File: config.mk
export PLATFORM = sky130hd
export DESIGN_NAME = bounded_fifo_sjn_request_queue_core_flat
export DESIGN_NICKNAME = d
export VERILOG_FILES = /design/src/rtl/core/bfsq_pkg.sv /design/src/rtl/core/bfsq_if.sv /design/src/rtl/core/bounded_fifo_sjn_request_queue_core.sv /design/src/flat_wrapper.sv
export VERILOG_INCLUDE_DIRS = /design/src /design/src/rtl/core
export SDC_FILE = /design/constraint.sdc
export NUM_CORES = 2
export LEC_CHECK = 0
export BUFFER_PORTS_ARGS = -buffer_cell sky130_fd_sc_hd__buf_2
export CAP_MARGIN = 20
export CORE_MARGIN = 2
export CORE_UTILIZATION = 50
export CTS_CLUSTER_SIZE = 12
export DETAILED_ROUTE_END_ITERATION = 10
export PLACE_DENSITY = 0.68
export SETUP_SLACK_MARGIN = 0.02
export SYNTH_ARGS = -nofsm -noshare
export SYNTH_HDL_FRONTEND = slang
export SYNTH_SLANG_ARGS = --single-unit
File: constraint.sdc
create_clock -name clk_i -period 10.7 [get_ports clk_i]
set_input_delay 2.14 -clock clk_i [delete_from_list [all_inputs] [get_ports clk_i]]
set_output_delay 2.14 -clock clk_i [all_outputs]
set_load 0.01 [all_outputs]
File: src/rtl/core/bounded_fifo_sjn_request_queue_core_defines.svh
// Assertion macros for the request queue core.
// Expects clk_i and rst_ni in the scope of use; no other dependencies.
`ifndef BOUNDED_FIFO_SJN_REQUEST_QUEUE_CORE_DEFINES_SVH
`define BOUNDED_FIFO_SJN_REQUEST_QUEUE_CORE_DEFINES_SVH

// Property holds at every edge outside reset.
`define BFSQ_ASSERT(lbl, prop, msg) \
  lbl: assert property (@(posedge clk_i) disable iff (!rst_ni) (prop)) else $error(msg);

// Antecedent implies consequent in the following cycle.
`define BFSQ_ASSERT_NEXT(lbl, ante, cons, msg) \
  lbl: assert property (@(posedge clk_i) disable iff (!rst_ni) (ante) |=> (cons)) \
    else $error(msg);

`endif

File: src/rtl/core/bfsq_pkg.sv
// Shared types and constants of the request queue core.
// No dependencies.
package bfsq_pkg;

  localparam int ID_W     = 32;
  localparam int LEN_W    = 32;
  localparam int OCC_W    = 5;
  localparam int LIMIT_W  = 5;
  localparam int CFG_DATA_W = 5;
  localparam int LIMIT_RESET = 16;

  typedef enum logic {
    OP_ENQ = 1'b0,
    OP_DEQ = 1'b1
  } op_e;

  typedef enum logic {
    MODE_FIFO = 1'b0,
    MODE_SJN  = 1'b1
  } mode_e;

  typedef enum logic {
    CFG_ORDER_MODE  = 1'b0,
    CFG_QUEUE_LIMIT = 1'b1
  } cfg_reg_e;

  typedef enum logic [1:0] {
    ST_DONE  = 2'd0,
    ST_FULL  = 2'd1,
    ST_EMPTY = 2'd2
  } status_e;

  typedef enum logic [2:0] {
    S_IDLE,
    S_SCAN_RD,
    S_SCAN_CMP,
    S_POP,
    S_DONE
  } state_e;

  typedef struct packed {
    logic [ID_W-1:0]  id;
    logic [LEN_W-1:0] len;
  } entry_t;

endpackage

File: src/rtl/core/bfsq_if.sv
// Channel interfaces of the request queue core: request, response, config.
// Depends on bfsq_pkg.
interface bfsq_req_if;
  import bfsq_pkg::*;
  logic              valid;
  logic              ready;
  op_e               opcode;
  logic [ID_W-1:0]   request_id;
  logic [LEN_W-1:0]  job_length;
  modport source (output valid, opcode, request_id, job_length, input ready);
  modport sink   (input valid, opcode, request_id, job_length, output ready);
endinterface

interface bfsq_rsp_if;
  import bfsq_pkg::*;
  logic              valid;
  logic              ready;
  status_e           status;
  logic [ID_W-1:0]   popped_id;
  logic [LEN_W-1:0]  popped_length;
  logic [OCC_W-1:0]  occupancy;
  modport source (output valid, status, popped_id, popped_length, occupancy, input ready);
  modport sink   (input valid, status, popped_id, popped_length, occupancy, output ready);
endinterface

interface bfsq_cfg_if;
  import bfsq_pkg::*;
  logic                  valid;
  logic                  ready;
  cfg_reg_e              index;
  logic [CFG_DATA_W-1:0] data;
  modport source (output valid, index, data, input ready);
  modport sink   (input valid, index, data, output ready);
endinterface

File: src/rtl/core/bounded_fifo_sjn_request_queue_core.sv
// Bounded request queue, FIFO or shortest-job-next order, over a ring store.
// Depends on bfsq_pkg, bfsq_if.sv and bounded_fifo_sjn_request_queue_core_defines.svh.
// One beat in, one beat out per request; one request is worked on at a time. A rejected
// enqueue, an empty dequeue, a FIFO enqueue and an enqueue onto an empty queue are settled
// in the idle state; a dequeue first reads the head entry (registered store read). A
// shortest-job-next enqueue onto a non-empty queue walks the entry store from the head,
// one read and one compare/write-back per entry, carrying displaced entries one slot
// toward the tail. A new request is taken while the previous response still waits in
// the output register.
`include "bounded_fifo_sjn_request_queue_core_defines.svh"

module bounded_fifo_sjn_request_queue_core #(
  parameter int QUEUE_DEPTH = 16
) (
  input  logic       clk_i,
  input  logic       rst_ni,
  bfsq_cfg_if.sink   cfg_i,
  bfsq_req_if.sink   req_i,
  bfsq_rsp_if.source rsp_o
);
  import bfsq_pkg::*;

  localparam int IDX_W = (QUEUE_DEPTH > 1) ? $clog2(QUEUE_DEPTH) : 1;
  localparam int SUM_W = ((IDX_W > OCC_W) ? IDX_W : OCC_W) + 1;

  // Configuration
  mode_e              mode_q;
  logic [LIMIT_W-1:0] limit_q;

  // Queue control
  state_e             state_q, state_d;
  logic [IDX_W-1:0]   head_q, head_d;
  logic [IDX_W-1:0]   tail_q, tail_d;
  logic [OCC_W-1:0]   count_q, count_d;
  logic [OCC_W-1:0]   scan_q, scan_d;
  logic               ins_q, ins_d;
  entry_t             carry_q, carry_d;

  // Pending response
  status_e            res_status_q, res_status_d;
  entry_t             res_entry_q, res_entry_d;

  // Output register
  logic               out_valid_q, out_valid_d;
  status_e            out_status_q, out_status_d;
  entry_t             out_entry_q, out_entry_d;
  logic [OCC_W-1:0]   out_occ_q, out_occ_d;

  // Entry store
  entry_t             entry_mem [QUEUE_DEPTH];
  entry_t             mem_rdata_q;
  logic               mem_we, mem_re;
  logic [IDX_W-1:0]   mem_waddr, mem_raddr;
  entry_t             mem_wdata;

  logic               req_fire, out_free, full;
  logic [SUM_W-1:0]   addr_sum, addr_wrap, eff_limit, depth_w;
  logic [IDX_W-1:0]   scan_addr;
  entry_t             req_entry;

  function automatic logic [IDX_W-1:0] ring_next(input logic [IDX_W-1:0] p);
    return (p == IDX_W'(QUEUE_DEPTH - 1)) ? '0 : p + IDX_W'(1);
  endfunction

  assign cfg_i.ready = 1'b1;

  always_ff @(posedge clk_i or negedge rst_ni) begin
    if (!rst_ni) begin
      mode_q  <= MODE_FIFO;
      limit_q <= LIMIT_W'(LIMIT_RESET);
    end else if (cfg_i.valid) begin
      unique case (cfg_i.index)
        CFG_ORDER_MODE:  mode_q  <= mode_e'(cfg_i.data[0]);
        CFG_QUEUE_LIMIT: limit_q <= cfg_i.data;
        default: ;
      endcase
    end
  end

  assign depth_w   = SUM_W'(QUEUE_DEPTH);
  assign eff_limit = (SUM_W'(limit_q) > depth_w) ? depth_w : SUM_W'(limit_q);
  assign full      = SUM_W'(count_q) >= eff_limit;

  // Ring position of the scan offset
  assign addr_sum  = SUM_W'(head_q) + SUM_W'(scan_q);
  assign addr_wrap = (addr_sum >= depth_w) ? addr_sum - depth_w : addr_sum;
  assign scan_addr = addr_wrap[IDX_W-1:0];

  assign req_i.ready = (state_q == S_IDLE);
  assign req_fire    = req_i.valid && req_i.ready;
  assign out_free    = !out_valid_q || rsp_o.ready;
  assign req_entry   = '{id: req_i.request_id, len: req_i.job_length};

  always_comb begin
    state_d      = state_q;
    head_d       = head_q;
    tail_d       = tail_q;
    count_d      = count_q;
    scan_d       = scan_q;
    ins_d        = ins_q;
    carry_d      = carry_q;
    res_status_d = res_status_q;
    res_entry_d  = res_entry_q;
    out_valid_d  = out_valid_q && !rsp_o.ready;
    out_status_d = out_status_q;
    out_entry_d  = out_entry_q;
    out_occ_d    = out_occ_q;
    mem_we       = 1'b0;
    mem_waddr    = tail_q;
    mem_wdata    = req_entry;
    mem_re       = 1'b0;
    mem_raddr    = head_q;

    unique case (state_q)
      S_IDLE: begin
        if (req_fire) begin
          res_status_d = ST_DONE;
          res_entry_d  = '0;
          state_d      = S_DONE;
          if (req_i.opcode == OP_ENQ) begin
            if (full) begin
              res_status_d = ST_FULL;
            end else if (mode_q == MODE_FIFO || count_q == '0) begin
              mem_we  = 1'b1;
              count_d = count_q + OCC_W'(1);
              tail_d  = ring_next(tail_q);
            end else begin
              carry_d = req_entry;
              ins_d   = 1'b0;
              scan_d  = '0;
              state_d = S_SCAN_RD;
            end
          end else begin
            if (count_q == '0) begin
              res_status_d = ST_EMPTY;
            end else begin
              mem_re  = 1'b1;
              state_d = S_POP;
            end
          end
        end
      end
      S_SCAN_RD: begin
        if (scan_q == count_q) begin
          // Past the last held entry: drop the carried entry here
          mem_we    = 1'b1;
          mem_waddr = scan_addr;
          mem_wdata = carry_q;
          count_d   = count_q + OCC_W'(1);
          tail_d    = ring_next(scan_addr);
          state_d   = S_DONE;
        end else begin
          mem_re    = 1'b1;
          mem_raddr = scan_addr;
          state_d   = S_SCAN_CMP;
        end
      end
      S_SCAN_CMP: begin
        if (ins_q || mem_rdata_q.len > carry_q.len) begin
          mem_we    = 1'b1;
          mem_waddr = scan_addr;
          mem_wdata = carry_q;
          carry_d   = mem_rdata_q;
          ins_d     = 1'b1;
        end
        scan_d  = scan_q + OCC_W'(1);
        state_d = S_SCAN_RD;
      end
      S_POP: begin
        res_entry_d = mem_rdata_q;
        head_d      = ring_next(head_q);
        count_d     = count_q - OCC_W'(1);
        state_d     = S_DONE;
      end
      S_DONE: begin
        if (out_free) begin
          out_valid_d  = 1'b1;
          out_status_d = res_status_q;
          out_entry_d  = res_entry_q;
          out_occ_d    = count_q;
          state_d      = S_IDLE;
        end
      end
      default: state_d = S_IDLE;
    endcase
  end

  always_ff @(posedge clk_i or negedge rst_ni) begin
    if (!rst_ni) begin
      state_q     <= S_IDLE;
      head_q      <= '0;
      tail_q      <= '0;
      count_q     <= '0;
      scan_q      <= '0;
      ins_q       <= 1'b0;
      out_valid_q <= 1'b0;
    end else begin
      state_q     <= state_d;
      head_q      <= head_d;
      tail_q      <= tail_d;
      count_q     <= count_d;
      scan_q      <= scan_d;
      ins_q       <= ins_d;
      out_valid_q <= out_valid_d;
    end
  end

  always_ff @(posedge clk_i) begin
    carry_q      <= carry_d;
    res_status_q <= res_status_d;
    res_entry_q  <= res_entry_d;
    out_status_q <= out_status_d;
    out_entry_q  <= out_entry_d;
    out_occ_q    <= out_occ_d;
  end

  always_ff @(posedge clk_i) begin
    if (mem_we) begin
      entry_mem[mem_waddr] <= mem_wdata;
    end
    if (mem_re) begin
      mem_rdata_q <= entry_mem[mem_raddr];
    end
  end

  assign rsp_o.valid         = out_valid_q;
  assign rsp_o.status        = out_status_q;
  assign rsp_o.popped_id     = out_entry_q.id;
  assign rsp_o.popped_length = out_entry_q.len;
  assign rsp_o.occupancy     = out_occ_q;

  `BFSQ_ASSERT(a_count_in_depth, SUM_W'(count_q) <= depth_w, "entry count exceeds store depth")
  `BFSQ_ASSERT(a_scan_in_range, (state_q != S_SCAN_CMP) || (scan_q < count_q),
               "scan past held entries")
  `BFSQ_ASSERT(a_no_write_on_pop, (state_q != S_POP) || !mem_we, "store written during pop")
  `BFSQ_ASSERT_NEXT(a_count_step, 1'b1,
                    (count_q == $past(count_q)) ||
                    (count_q == $past(count_q) + OCC_W'(1)) ||
                    (count_q == $past(count_q) - OCC_W'(1)),
                    "entry count moved by more than one")

endmodule
File: src/flat_wrapper.sv
// flat-port wrapper written by rule: the top's interface ports become plain ports
module bounded_fifo_sjn_request_queue_core_flat import bfsq_pkg::*;
#(
  parameter int QUEUE_DEPTH = 16
)
  (clk_i, rst_ni, cfg_i_valid, cfg_i_index, cfg_i_data, cfg_i_ready, req_i_valid, req_i_opcode, req_i_request_id, req_i_job_length, req_i_ready, rsp_o_valid, rsp_o_status, rsp_o_popped_id, rsp_o_popped_length, rsp_o_occupancy, rsp_o_ready);
  bfsq_cfg_if cfg_i_i ();
  bfsq_req_if req_i_i ();
  bfsq_rsp_if rsp_o_i ();
  input  logic clk_i;
  input  logic rst_ni;
  input wire logic [$bits(cfg_i_i.valid)-1:0] cfg_i_valid;
  input wire logic [$bits(cfg_i_i.index)-1:0] cfg_i_index;
  input wire logic [$bits(cfg_i_i.data)-1:0] cfg_i_data;
  output wire logic [$bits(cfg_i_i.ready)-1:0] cfg_i_ready;
  input wire logic [$bits(req_i_i.valid)-1:0] req_i_valid;
  input wire logic [$bits(req_i_i.opcode)-1:0] req_i_opcode;
  input wire logic [$bits(req_i_i.request_id)-1:0] req_i_request_id;
  input wire logic [$bits(req_i_i.job_length)-1:0] req_i_job_length;
  output wire logic [$bits(req_i_i.ready)-1:0] req_i_ready;
  output wire logic [$bits(rsp_o_i.valid)-1:0] rsp_o_valid;
  output wire logic [$bits(rsp_o_i.status)-1:0] rsp_o_status;
  output wire logic [$bits(rsp_o_i.popped_id)-1:0] rsp_o_popped_id;
  output wire logic [$bits(rsp_o_i.popped_length)-1:0] rsp_o_popped_length;
  output wire logic [$bits(rsp_o_i.occupancy)-1:0] rsp_o_occupancy;
  input wire logic [$bits(rsp_o_i.ready)-1:0] rsp_o_ready;
  assign cfg_i_i.valid = cfg_i_valid;
  assign cfg_i_i.index = cfg_i_index;
  assign cfg_i_i.data = cfg_i_data;
  assign cfg_i_ready = cfg_i_i.ready;
  assign req_i_i.valid = req_i_valid;
  assign req_i_i.opcode = req_i_opcode;
  assign req_i_i.request_id = req_i_request_id;
  assign req_i_i.job_length = req_i_job_length;
  assign req_i_ready = req_i_i.ready;
  assign rsp_o_valid = rsp_o_i.valid;
  assign rsp_o_status = rsp_o_i.status;
  assign rsp_o_popped_id = rsp_o_i.popped_id;
  assign rsp_o_popped_length = rsp_o_i.popped_length;
  assign rsp_o_occupancy = rsp_o_i.occupancy;
  assign rsp_o_i.ready = rsp_o_ready;
  bounded_fifo_sjn_request_queue_core #(.QUEUE_DEPTH(QUEUE_DEPTH)) u_core (.clk_i(clk_i), .rst_ni(rst_ni), .cfg_i(cfg_i_i), .req_i(req_i_i), .rsp_o(rsp_o_i));
endmodule
After elaboration in Yosys (flattened, before gate mapping):

Memories as Yosys holds them, arrays and structs flattened. A register that Yosys moved wholly into a read port is not among the register bits.
Cells that the tools add are included.

* input port bits: 76
* bits in writable memories: 1024
* memories: 1
* word-level logic and storage cells: 143
* bits in registers: 230
* output and inout port bits: 74

* bitwise logic cells: 2
* equal/unequal tests: 16
* reductions and logical operators: 23
* add/sub/neg operators: 8
* magnitude comparators: 4
* mux-type cells: 71

Memory list
* u_core.entry_mem: depth 16, bits a word 64, read ports 1, clocked after Yosys merged registers in 1, wr ports 1, RTL line bounded_fifo_sjn_request_queue_core.sv:50 `entry_t entry_mem [QUEUE_DEPTH];`

Operators with widths (count)
* $mux 64: 8
* $pmux 64 s2: 3
* $mux 4: 13
* $mux 5: 10
* $gt 32x32->1: 1
* $mux 3: 7
* $mux 1: 20
* $reduce_and 6->1: 3
* $pmux 4 s2: 2
* $pmux 3 s5: 1
* $pmux 5 s3: 1
* $add 4x1->4 const B: 3
* $eq 4x4->1 const B: 3
* $reduce_and 2->1: 6
* $add 5x1->5 const B: 2
* $ne 2x2->1 const B: 5
* $pmux 5 s2: 1
* $add 4x5->6: 1
* $eq 3x2->1 const B: 2
* $ge 5x6->1: 1
* $ge 6x5->1 const B: 1
* $ne 2x1->1 const B: 3
* $reduce_bool 2->1: 3
* $eq 5x5->1: 1
* other kinds (16): 23

Depth between registers and ports, before layout:

* word-level depth: 9
* gate-level depth with buffers: 12
* depth with buffers taken out: 11

Least setup slack after synthesis:

No wires, ideal clock.

* kind: register to register
* start: reg, netlist name u_core.mem_rdata_q[1]
* end: mem u_core.entry_mem[5][0] (netlist name) (enable)
* required time: 10.115 ns
* slack: 3.112 ns
* stages on the path, launching flop included: 11
* path buffers: 2
* arrival time: 7.003 ns
* setup time: 0.585 ns
* clock period less this slack: 7.588 ns
* path through: edfxtp_1 ha_1 nor2b_1 o211ai_1 a2111o_1 o211ai_1 a22oi_1 a211o_1 buf_2 clkbuf_1 o32ai_1

* longest elaborated chain between the ends: 6
* elaborated cells between the ends (all ways): 8
* classes of those cells: order compare (1); mux (6); reduce/logical (1)

Ends and longest elaborated chain
* $gt 32x32->1 *: RTL line bounded_fifo_sjn_request_queue_core.sv:159 `if (ins_q || mem_rdata_q.len > carry_q.len) begin`
* $logic_or 1x1->1 *: RTL line bounded_fifo_sjn_request_queue_core.sv:159
* $mux 1: RTL line bounded_fifo_sjn_request_queue_core.sv:159
* $pmux 1 s3: RTL line bounded_fifo_sjn_request_queue_core.sv:114 `unique case (state_q)`
* $mux 1: RTL line bounded_fifo_sjn_request_queue_core.sv:218 `if (mem_we) begin`
* $mux 1 (not written as such): RTL line bounded_fifo_sjn_request_queue_core.sv:219 `entry_mem[mem_waddr] <= mem_wdata;`
* end, declared: RTL line bounded_fifo_sjn_request_queue_core.sv:50

Every way passes the cells marked *; elsewhere a longest branch is shown, timed or not.

Final worst setup path:

* start: reg u_core.state_q[1]
* end: reg, netlist name u_core.mem_rdata_q[14]

* longest elaborated chain between the ends: 4
* elaborated cells between the ends (all ways): 6
* classes of those cells: eq/ne (1); mux (3); reduce/logical (2)

Ends and longest elaborated chain
* start, declared: RTL line bounded_fifo_sjn_request_queue_core.sv:31 `state_e state_q, state_d;`
* start signal, assigned: RTL line bounded_fifo_sjn_request_queue_core.sv:198 `state_q <= state_d;`
* $logic_not 3->1: RTL line bounded_fifo_sjn_request_queue_core.sv:89, bounded_fifo_sjn_request_queue_core.sv:114
* $logic_and 1x1->1: RTL line bounded_fifo_sjn_request_queue_core.sv:90 `assign req_fire = req_i.valid && req_i.ready;`
* $mux 1: RTL line bounded_fifo_sjn_request_queue_core.sv:116 `if (req_fire) begin`
* $pmux 1 s2: RTL line bounded_fifo_sjn_request_queue_core.sv:114

Several ways; a longest one is shown, not always the timed one.
A chain may end at the register's enable or synchronous reset.

==> results.json <==
{
  "nets": 3673,
  "async_flop_share": 0.02200,
  "mostFrequentLayoutCells": "edfxtp_1, nand2_1, and3_1",
  "worst_clock_skew_ns": 0.02770,
  "ys_types": 69,
  "synth_top_area_cell": "edfxtp_1",
  "synthCells": 3469,
  "synth_edf_count": 1289,
  "cp_slowest_cell": "mux2i_4",
  "io_buffers": 148,
  "place_hpwl_um": 66030,
  "vdd_drop_max_v": 0.0004211,
  "grt_first_pass_wirelength_um": 195500,
  "setup_violations": 0,
  "synth_area_um2": 53610,
  "hold_buffers": 0,
  "core_um2": 106800,
  "crit_path_cell_trace": "buf_4, or3b_1, a21oi_4, mux2i_4, buf_12, buf_4, a21oi_1, a221o_1, nand3_1",
  "hp-class": "reg -> reg",
  "r2r_setup_slack_ns": 5.43,
  "area_growth_pct": 11.33,
  "drc": 0,
  "insertion_delay_ns": 0.74,
  "grt-ovfl-total": 0,
  "cts_resized": 0,
  "worstRegToRegCells": 9,
  "place_ws_ns": 4.899,
  "rows": 120,
  "critPathCapture": "u_core.mem_rdata_q[14]$_DFFE_PP_",
  "cap_violations": 0,
  "grt_max_degree": 192,
  "arrival_ns": 5.85,
  "ys_seq_area_frac": 0.7356,
  "powerDensity_nw_per_um2": 323.0,
  "crit_type": "reg -> reg",
  "syn_avg_cell_area_um2": 15.45,
  "cts_root_buf": "clkbuf_16",
  "required_ns": 11.28,
  "setup_ws_ns": 5.429,
  "routed_wl_um": 128900,
  "syn-num-nets": 3594,
  "avgRoutedWirePerCell_um": 25.66,
  "final_antenna_net_count": 0,
  "drt-pass1-iter-count": 6,
  "yosysWarnings": 0,
  "die_x_um": 331.4,
  "rsz0062_at_grt": "no",
  "final_common_cell": "edfxtp_1",
  "grt_pass1_vias": 31140,
  "hold_violations": 0,
  "crit_path_max_fanout": 171,
  "antenna_found_initial": 4,
  "rr_endpoint": "u_core.mem_rdata_q[14]$_DFFE_PP_",
  "fp.dieH_um": 331.4,
  "setup_total_negative_slack_ns": 0,
  "leakage_nw": 20.89,
  "critPathCaptureType": "flip-flop",
  "clk_pin_slew_ns": 0.06,
  "ys_ff_latch": 1318,
  "drt-initial-drc-count": 3636,
  "drive_gt1_frac": 0.1249,
  "via_per_inst": 6.249,
  "relSlewSlack": 0.2003,
  "htreeDepth": 4,
  "critical_path.max_stage_delay_ns": 0.87,
  "dieArea_um2": 109800,
  "cts_made_buffers": 136,
  "initial_utilization": 0.5021,
  "crit_path_start": "u_core.state_q[1]$_DFFE_PN0P_",
  "worstReg2RegStart": "u_core.state_q[1]$_DFFE_PN0P_",
  "min_period_over_period": 0.4926,
  "timing_worst_slew_pin_value_ns": 1.200,
  "vias": 31388,
  "synth_area_leaders": "edfxtp_1, and3_1, a211oi_1",
  "cts_sinks": 1318,
  "status": "finished, final reports clean",
  "setup.worst_path.start_class": "flip-flop",
  "fmax_mhz": 189.7,
  "clockBufferDepth": 3,
  "synthFlopType": "edfxtp_1",
  "slew_viol_final": 0,
  "crit_top_cell": "buf_4",
  "n_antenna_cell": 0,
  "netlist.area_leader.share": 0.7221,
  "cts_setup_buffers": 0,
  "num_io_pins": 150,
  "min_period_ns": 5.271,
  "tritoncts": "built",
  "gp_congestion": 0.7810,
  "track_usage": 0.2321
}
-- layer usage --
layer / up-vias / GRT usage / routed length, um
li1: 13878 / - / -
met1: 15986 / 0.3315 / 55390
met2: 1336 / 0.3678 / 60830
met3: 188 / 0.04057 / 9752
met4: 0 / 0.06742 / 2903
met5: - / 0 / 0
-- how the worst min path moves through the flow --
stage | from | to | cells past startpoint
CTS | u_core.res_entry_q[26]$_SDFFCE_PN0P_ | u_core.rsp_o.popped_length[26]$_DFFE_PP_ | 0
finish | u_core.res_entry_q[26]$_SDFFCE_PN0P_ | u_core.rsp_o.popped_length[26]$_DFFE_PP_ | 0
global placement | u_core.res_entry_q[8]$_SDFFCE_PN0P_ | u_core.rsp_o.popped_length[8]$_DFFE_PP_ | 0
floorplan | u_core.res_entry_q[32]$_SDFFCE_PN0P_ | u_core.rsp_o.popped_id[0]$_DFFE_PP_ | 0
detailed placement | u_core.res_entry_q[43]$_SDFFCE_PN0P_ | u_core.rsp_o.popped_id[11]$_DFFE_PP_ | 0
global route | u_core.res_entry_q[48]$_SDFFCE_PN0P_ | u_core.rsp_o.popped_id[16]$_DFFE_PP_ | 0
-- stage by stage --
step	hold WS, ns	area, um2	total power [mW]	util	instances
6_report	0.3958	59680	19.27	0.5591	5023
2_1_floorplan	0.4003	53610	12.77	-	3469
3_3_place_gp	0.4005	55680	14.84	0.5216	4812
4_1_cts	0.3974	59680	19.33	0.5591	5023
5_1_grt	0.4125	59680	20.21	0.5591	5023
3_5_place_dp	0.4052	55720	14.99	0.5219	4813
-- synthesized netlist by cell type (3+ instances only) --
| cell | number |
|---|---|
| a211oi_1 | 192 |
| a21o_1 | 12 |
| a21oi_1 | 149 |
| a221o_1 | 127 |
| a221oi_1 | 3 |
| a32o_1 | 63 |
| and3_1 | 253 |
| buf_1 | 10 |
| buf_2 | 71 |
| buf_4 | 7 |
| buf_6 | 13 |
| buf_8 | 7 |
| clkbuf_1 | 155 |
| dfrtp_1 | 28 |
| edfxtp_1 | 1289 |
| ha_1 | 47 |
| inv_1 | 45 |
| mux2_1 | 37 |
| mux2_2 | 35 |
| mux2i_1 | 131 |
| nand2_1 | 368 |
| nand2_4 | 3 |
| nand2b_1 | 4 |
| nand3_1 | 134 |
| nand3b_1 | 3 |
| nand4_1 | 11 |
| nor2_1 | 16 |
| nor2b_1 | 10 |
| nor3_1 | 5 |
| nor3b_1 | 3 |
| nor4_1 | 3 |
| o211ai_1 | 3 |
| o21ai_0 | 91 |
| o21ai_1 | 3 |
| o22ai_1 | 7 |
| o32a_1 | 63 |
| o32ai_1 | 9 |
| xnor2_1 | 12 |
| xor2_1 | 8 |
-- critical path, delay by kind of cell, from the launching register on --
kind / cells / cell delay [ns]
and+or+nand+nor: 2 / 0.81
AOI/OAI and AO/OA: 3 / 1.03
DFF: 1 / 0.38
buffers and inverters: 3 / 1.79
muxes: 1 / 0.87
-- logic make-up after synthesis --
group,count (synthesis),share of synthesized area
DFF,1318,0.7356
AOI/OAI and AO/OA,741,0.1053
and+or+nand+nor,827,0.07677
muxes,205,0.04026
buffers and inverters,308,0.02701
xor gates and xnor gates,20,0.003268
adders and majority gates,49,0.01172
other,1,0.00006996
-- final cells by class --
cell class,instances,area [um2]
repair buffers,204,1219
fillers,8227,47070
clock inverters,31,261.5
flip-flops and latches,1318,39440
well taps,1403,1755
multi-input cells,1843,13140
inverters,45,168.9
clock buffers,179,3702
-- report_power, final --
part / switching (mW) / leakage (nW) / internal, mW / total (mW)
sequential: 0.289 / 12.1 / 7.19 / 7.48
combinational: 5.18 / 6.91 / 2.28 / 7.45
clock: 1.88 / 1.92 / 2.46 / 4.34
total: 7.35 / 20.9 / 11.9 / 19.3
-- flip-flops by register name, indices dropped and copies added, names as in the netlist, 3 cells and up --
name	flops
u_core.tail_q	4
u_core.carry_q	64
u_core.state_q	3
u_core.rsp_o.popped_id	32
u_core.count_q	5
u_core.head_q	4
u_core.mem_rdata_q	64
u_core.entry_mem	1024
u_core.rsp_o.occupancy	5
u_core.rsp_o.popped_length	32
u_core.scan_q	5
u_core.limit_q	5
u_core.res_entry_q	64
No activity file was read; power rests on OpenSTA's default activity.
